**config.mk**
```make
export PLATFORM = sky130hd
export DESIGN_NAME = amt_ctrl
export DESIGN_NICKNAME = d
export VERILOG_FILES = /design/src/rtl/core/amt_pkg.sv /design/src/rtl/core/amt_ctrl.sv
export SDC_FILE = /design/constraint.sdc
export NUM_CORES = 1
export LEC_CHECK = 0
export ABC_AREA = 1
export BUFFER_PORTS_ARGS = -buffer_cell sky130_fd_sc_hd__buf_2
export CORE_AREA = 2 2 39 41
export DETAILED_ROUTE_END_ITERATION = 8
export DIE_AREA = 0 0 41 43
export HOLD_SLACK_MARGIN = 0.06
export RECOVER_POWER = 100
export SYNTH_ARGS = -nofsm -noshare
export SYNTH_HDL_FRONTEND = slang
export SYNTH_SLANG_ARGS = --single-unit
```
**constraint.sdc**
```tcl
create_clock -name aclk -period 2.7 [get_ports aclk]
set_input_delay 0.135 -clock aclk [delete_from_list [all_inputs] [get_ports aclk]]
set_output_delay 0.135 -clock aclk [all_outputs]
set_load 0.005 [all_outputs]
```
**src/rtl/core/amt_pkg.sv**
```systemverilog
`default_nettype none
// ----------------------------------------------------------------------------
// amt_pkg
// Shared types and constants for the adaptive mean threshold block.
// ----------------------------------------------------------------------------
package amt_pkg;

    localparam int unsigned CFG_W = 11;
    localparam int unsigned IDX_W = 2;
    localparam int unsigned INT_W = 28;
    localparam int unsigned RSUM_W = 18;
    localparam int unsigned GRAY_W = 8;

    localparam logic [IDX_W-1:0] REG_WIDTH  = 2'd0;
    localparam logic [IDX_W-1:0] REG_HEIGHT = 2'd1;
    localparam logic [IDX_W-1:0] REG_HALF   = 2'd2;

    // window corner selects for the integral store read
    localparam logic [1:0] CRN_Y2X2 = 2'd0;
    localparam logic [1:0] CRN_Y1X2 = 2'd1;
    localparam logic [1:0] CRN_Y2X1 = 2'd2;
    localparam logic [1:0] CRN_Y1X1 = 2'd3;

    typedef struct packed {
        logic       cmd;
        logic [7:0] red;
        logic [7:0] green;
        logic [7:0] blue;
    } in_item_t;

    typedef struct packed {
        logic       is_white;
        logic [9:0] col;
        logic [9:0] row;
        logic       last;
    } out_item_t;

    // commands from the controller to the datapath
    typedef struct packed {
        logic restart;
        logic load_pixel;
        logic wr_pixel;
        logic rd_above;
        logic rd_corner;
        logic [1:0] corner;
        logic eval_start;
        logic advance_out;
    } amt_cmd_t;

    // status from the datapath to the controller
    typedef struct packed {
        logic pix_accepting;
        logic out_pending;
        logic win_ready;
        logic frame_done;
        logic div_done;
        logic last;
    } amt_stat_t;

endpackage
`default_nettype wire

```
**src/rtl/core/amt_ctrl.sv**
```systemverilog
`default_nettype none
// ----------------------------------------------------------------------------
// amt_ctrl
// Sequencer: pixel write, window reads, divide and result hand-off.
// ----------------------------------------------------------------------------
module amt_ctrl (
    input  wire logic               aclk,
    input  wire logic               aresetn,
    input  wire logic               cfg_hit,
    input  wire logic               s_valid,
    output logic                    s_ready,
    input  wire logic               s_cmd,
    output logic                    m_valid,
    input  wire logic               m_ready,
    input  wire amt_pkg::amt_stat_t stat,
    output amt_pkg::amt_cmd_t       cmd
);
    typedef enum logic [3:0] {
        ST_IDLE, ST_ABOVE, ST_WRITE, ST_CHECK, ST_RD0, ST_RD1, ST_RD2, ST_RD3,
        ST_LAST, ST_DIV, ST_OUT
    } state_t;

    state_t state_reg;
    logic   pix_reg;

    always_ff @(posedge aclk) begin
        if (!aresetn) begin
            state_reg <= ST_IDLE;
            pix_reg   <= 1'b0;
        end else if (cfg_hit) begin
            state_reg <= ST_IDLE;
        end else begin
            unique case (state_reg)
                ST_IDLE:  if (s_valid) begin
                    pix_reg   <= !s_cmd && stat.pix_accepting;
                    state_reg <= (!s_cmd && stat.pix_accepting) ? ST_ABOVE : ST_CHECK;
                end
                ST_ABOVE: state_reg <= ST_WRITE;
                ST_WRITE: state_reg <= ST_CHECK;
                ST_CHECK: state_reg <= (stat.out_pending && stat.win_ready) ? ST_RD0
                                     : ST_IDLE;
                ST_RD0:   state_reg <= ST_RD1;
                ST_RD1:   state_reg <= ST_RD2;
                ST_RD2:   state_reg <= ST_RD3;
                ST_RD3:   state_reg <= ST_LAST;
                ST_LAST:  state_reg <= ST_DIV;
                ST_DIV:   if (stat.div_done) state_reg <= ST_OUT;
                ST_OUT:   if (m_ready) state_reg <= ST_IDLE;
                default:  state_reg <= ST_IDLE;
            endcase
        end
    end

    always_comb begin
        cmd = '0;
        s_ready = (state_reg == ST_IDLE) && !cfg_hit;
        m_valid = state_reg == ST_OUT;
        cmd.restart = cfg_hit
                   || (state_reg == ST_CHECK && stat.frame_done)
                   || (state_reg == ST_OUT && m_ready && stat.last);
        cmd.load_pixel = s_ready && s_valid;
        unique case (state_reg)
            ST_ABOVE: begin cmd.rd_above = 1'b1; end
            ST_WRITE: begin cmd.wr_pixel = pix_reg; end
            ST_RD0:   begin cmd.rd_corner = 1'b1; cmd.corner = amt_pkg::CRN_Y1X2; end
            ST_RD1:   begin cmd.rd_corner = 1'b1; cmd.corner = amt_pkg::CRN_Y2X1; end
            ST_RD2:   begin cmd.rd_corner = 1'b1; cmd.corner = amt_pkg::CRN_Y1X1; end
            ST_RD3:   begin cmd.corner = amt_pkg::CRN_Y1X1; end
            ST_LAST:  begin cmd.eval_start = 1'b1; end
            default:  begin end
        endcase
        cmd.advance_out = state_reg == ST_OUT && m_ready && !stat.last;
    end
endmodule
`default_nettype wire

```
## After elaboration in Yosys (flattened, before gate mapping)

Index checks and enable logic that the tools add are counted.

| word-level totals | value |
|---|---|
| bits in registers | 5 |
| input bits | 12 |
| word-level logic and storage cells | 47 |

| cells by class | value |
|---|---|
| equal/unequal tests | 13 |
| mux-type cells | 11 |
| bitwise operators | 2 |
| reductions and logical operators | 19 |

Operator list:

| cell | count |
|---|---|
| case mux 4 bit (11 select lines) | 1 |
| equality test 4 x 3 -> 1 bit (second input constant) | 4 |
| equality test 4 bit (second input constant) | 3 |
| 2-to-1 mux 4 bit | 3 |
| equality test 4 x 2 -> 1 bit (second input constant) | 2 |
| logical AND 1 bit | 8 |
| case mux 2 bit (3 select lines) | 1 |
| AND reduction 3 bit | 2 |
| equality test 4 x 1 -> 1 bit (second input constant) | 1 |
| logical NOT 4 bit | 1 |
| 2-to-1 mux 1 bit | 4 |
| inequality test 2 bit (second input constant) | 2 |
| OR reduction 2 bit | 2 |
| logical NOT 1 bit | 3 |
| 2-to-1 mux 3 bit | 1 |
| OR reduction 3 bit | 1 |
| logical OR 1 bit | 2 |
| 2-to-1 mux 2 bit | 1 |
| inequality test 2 x 1 -> 1 bit (second input constant) | 1 |
| NOT 1 bit | 2 |

## Longest topological paths before layout

| depth | value |
|---|---|
| depth after elaboration | 5 |
| depth in mapped cells | 9 |
| gate-level depth less buffers | 8 |

## Worst setup path after synthesis

OpenSTA, ideal clock, no wires.

| timing | value |
|---|---|
| path kind | register to output |
| start | register state_reg[3] |
| end | output cmd[8] (netlist name) |
| arrival | 0.980 ns |
| data required time | 2.565 ns |
| slack | 1.585 ns |
| stages on the path, launching flop included | 7 |
| buffers on the path | 0 |
| cells stage by stage | dfxtp_1 > inv_2 > nor2_2 > inv_2 > nor3_2 > a31oi_1 > nand2_1 |

RTL lines:

| what | RTL line | source |
|---|---|---|
| start: declaration | amt_ctrl.sv:23 | `state_t state_reg;` |
| start signal: assignment | amt_ctrl.sv:36 | `state_reg <= (!s_cmd && stat.pix_accepting) ? ST_ABOVE : ST_CHECK;` |
| start signal: assignment | amt_ctrl.sv:40 | `ST_CHECK: state_reg <= (stat.out_pending && stat.win_ready) ? ST_RD0` |
| end: declaration | amt_ctrl.sv:16 | `output amt_pkg::amt_cmd_t cmd` |

==> metrics.md <==
| Metric | Value |
|---|---|
| Tcrit/Tclk final | `63.68%` |
| CTS Sinks | `5` |
| Net Count, Synth | `90` |
| Leak pwr | `0.3229 nW` |
| CTS Root Cell | `clkbuf_4` |
| Num CTS Buffers | `3` |
| Synthesized area | `460.4 um^2` |
| EDFF count, synth | `0` |
| Worst EP required | `2.57 ns` |
| Cell with the most instances after synthesis | `nand2_1` |
| RSZ-0062 raised after global routing | `false` |
| Slowest cell on crit path | `dfxtp_1` |
| Die W | `slightly above 40 um` |
| Max IR drop VDD | `0.2636 mV` |
| Total power | `0.2271 mW` |
| Final Hold Fails | `0` |
| Syn Area/Cell | `5.903 um^2` |
| Minimum clock period | `1.719 ns` |
| Port bufs | `22` |
| Final WL | `1.045 mm` |
| Sw frac | `approximately 30%` |
| Top cells by area, synth | `dfxtp_1, nand2_1, inv_1, nor2_1, nor2_4` |
| Seq pwr share | `37.4%` |
| GRT Total Usage | `around 15%` |
| Synth unique cells | `20` |
| Largest area contributor in the netlist | `dfxtp_1` |
| Combinational fraction of design power | `25.9%` |
| Share of cells above drive strength 1 | `23.30%` |
| R2R Setup Slk | `roughly 1.3 ns` |
| Util after Layout | `40.78%` |
| Int Power | `roughly 0.16 mW` |
| Vias in the first global route | `469` |
| Die ar. | `0.001763 mm^2` |
| Initial Utilization | `33.27%` |
| Via count | `530` |
| Hold_buf cts | `0` |
| # setup viols final | `0` |
| Power share of the clock group | `36.7%` |
| Net count, final | `116` |
| Crit Path Class | `reg -> out` |
| Clock latency on the worst-skew pair | `0.23 ns` |
| Hold WC Path Type | `in -> reg` |
| CP Launch Type | `flop` |
| WHS Path Cells | `3` |
| MaxCap Viol Count | `0` |
| Fmax | `581.6 MHz` |
| Reg2reg path depth | `7` |
| Fin Setup TNS | `0 ns` |
| Share of the synthesized area in the top cell type | `21.74%` |
| Clock buffer depth | `2` |
| Fillcell total | `175` |
| Pwr Density | `402.5 mW/mm^2` |
| Reg2reg end | `state_reg[1]` |
| CP arrival | `roughly 1.6 ns` |
| Synth Instances | `78` |
| Antenna cell count | `0` |
| Residual DRC | `0` |
| Status | `finished clean` |
| Post-synthesis sequential area ratio | `around 22%` |
| CP bufs+invs | `3` |
| Slew at the pin closest to its max-slew limit | `about 0.40 ns` |
| H-tree depth | `1` |
| Starting DRT DRC Count | `11` |
| Core area | `0.001384 mm^2` |
| Post-CTS setup buffers | `0` |
| Row count | `14` |
| Vias/cell | `4.454` |
| CTS tree | `done` |
| Largest net degree at the start of global routing | `9` |
| Max incr delay on CP | `0.45 ns` |
| Pre-Repair DR Iteration Count | `4` |
| Worst path cell trace | `inv_2 > nor2_1 > clkinv_1 > nor3_1 > a31oi_1 > nand2_1 > buf_2` |
| I/O pins | `23` |
| CP delay by family, top | `simple AND/OR/NAND/NOR gates` |
| WHS Endpoint | `pix_reg` |
| Synth top cells by count | `nand2_1, inv_1, nor2_1` |
| Asr flop ratio synth | `0%` |
| Post-DRT Antenna Nets | `0` |
| Critical path fanouts, max | `6` |
| Max Clock Skew | `0.0008673 ns` |
| Top FF cell, synth | `dfxtp_1` |
| Initial antenna violation count | `0` |
| Clock Pin Slew Worst Setup and Hold Paths | `roughly 0.040 ns` |
| Syn. warnings | `0` |
| Die H | `43 um` |
| Wire length of the first global-routing pass | `1.821 mm` |
| FF-to-FF Start | `state_reg[0]` |
| Largest register FFs | `4` |
| Routability congestion estimate from global placement | `0.8053` |
| Hold_sp | `aresetn` |
| Max-Slew Margin vs Limit | `73.24%` |
| Syn-to-layout area delta | `22.55%` |
| Avg WL per Cell | `between 8 and 9 um` |
| Max Slew Vio Count | `0` |
| Crit path capture type | `output port` |
| Resize count post-CTS | `0` |
| Instance count on the critical path | `7` |
| GR Overflow Total | `0` |
| Sw power | `slightly below 0.07 mW` |
| Flop and latch count out of synthesis | `5` |
| DP HPWL | `902.9 um` |
-- worst max path at each step --
stage	from	to
after floorplan	state_reg[3]	cmd[8]
after global placement	state_reg[3]	cmd[8]
after detailed placement	state_reg[3]	cmd[8]
after CTS	state_reg[3]	cmd[8]
after global routing	state_reg[3]	cmd[0]
final	state_reg[3]	cmd[8]
-- per-layer routing --
metal	up-vias	track usage, %	share of wire, %
met5	-	0	0
met4	0	8.000	0
met2	5	22.81	52
li1	290	-	-
met1	235	19.81	45
met3	0	3.141	2.2
-- cell type report --
| type | instances | area [um^2] | share of cell area (%) |
|---|---|---|---|
| repair buffers | 22 | 103.9 | 18.40 |
| flip-flops and latches | 5 | 100.1 | 17.74 |
| well taps | 16 | 20.02 | 3.548 |
| clock buffers | 4 | 26.28 | 4.656 |
| multi-input cells | 56 | 254.0 | 45.01 |
| inverters | 16 | 60.06 | 10.64 |
-- power groups by stage --
stage / sequential (mW) / combinational [mW] / clock (mW)
finish: 0.0850 / 0.0588 / 0.0833
global route: 0.0859 / 0.0681 / 0.0964
CTS: 0.0862 / 0.0683 / 0.0890
detailed placement: 0.0874 / 0.0680 / 0
global placement: 0.0872 / 0.0679 / 0
floorplan: 0.0838 / 0.0499 / 0
-- per-stage QoR --
step	hold WS, ns	worst slack (ns)	area, um^2	cells
2_1_floorplan	0.2734	1.585	460.4	78
3_3_place_gp	0.3935	1.399	583.1	115
3_5_place_dp	0.4048	1.421	583.1	115
4_1_cts	0.1535	1.154	609.3	119
5_1_grt	0.1816	0.7979	564.3	119
6_report	0.1620	0.9805	564.3	119
-- cell families (layout without fill, tap and decap cells) --
family / after synthesis / count (layout) / synth area share, %
AND/OR/NAND/NOR: 46 / 46 / 51.63
buffers and inverters: 17 / 42 / 14.67
AO/OA/AOI/OAI: 10 / 10 / 11.96
flip-flops: 5 / 5 / 21.74
-- layout by cell type, fill, tap and decap left out, drive strengths merged --
cell type	n
nand2	20
o22ai	1
dfxtp	5
a31oi	1
nand3b	2
nand3	4
buf	16
clkinv	2
a21oi	4
clkbuf	10
o21ai	3
o21bai	1
inv	14
nor2	17
nor3	3
-- worst register-to-register path, stage by stage, from the launching register on --
cell and delay, ns:
dfxtp_1 0.37, nor2_1 0.36, nand2_4 0.09, nor2_1 0.15
clkinv_1 0.11, nand2_1 0.11, nand2_1 0.05, a21oi_1 0.13
Note: power is estimated with default switching activity, not from simulation.
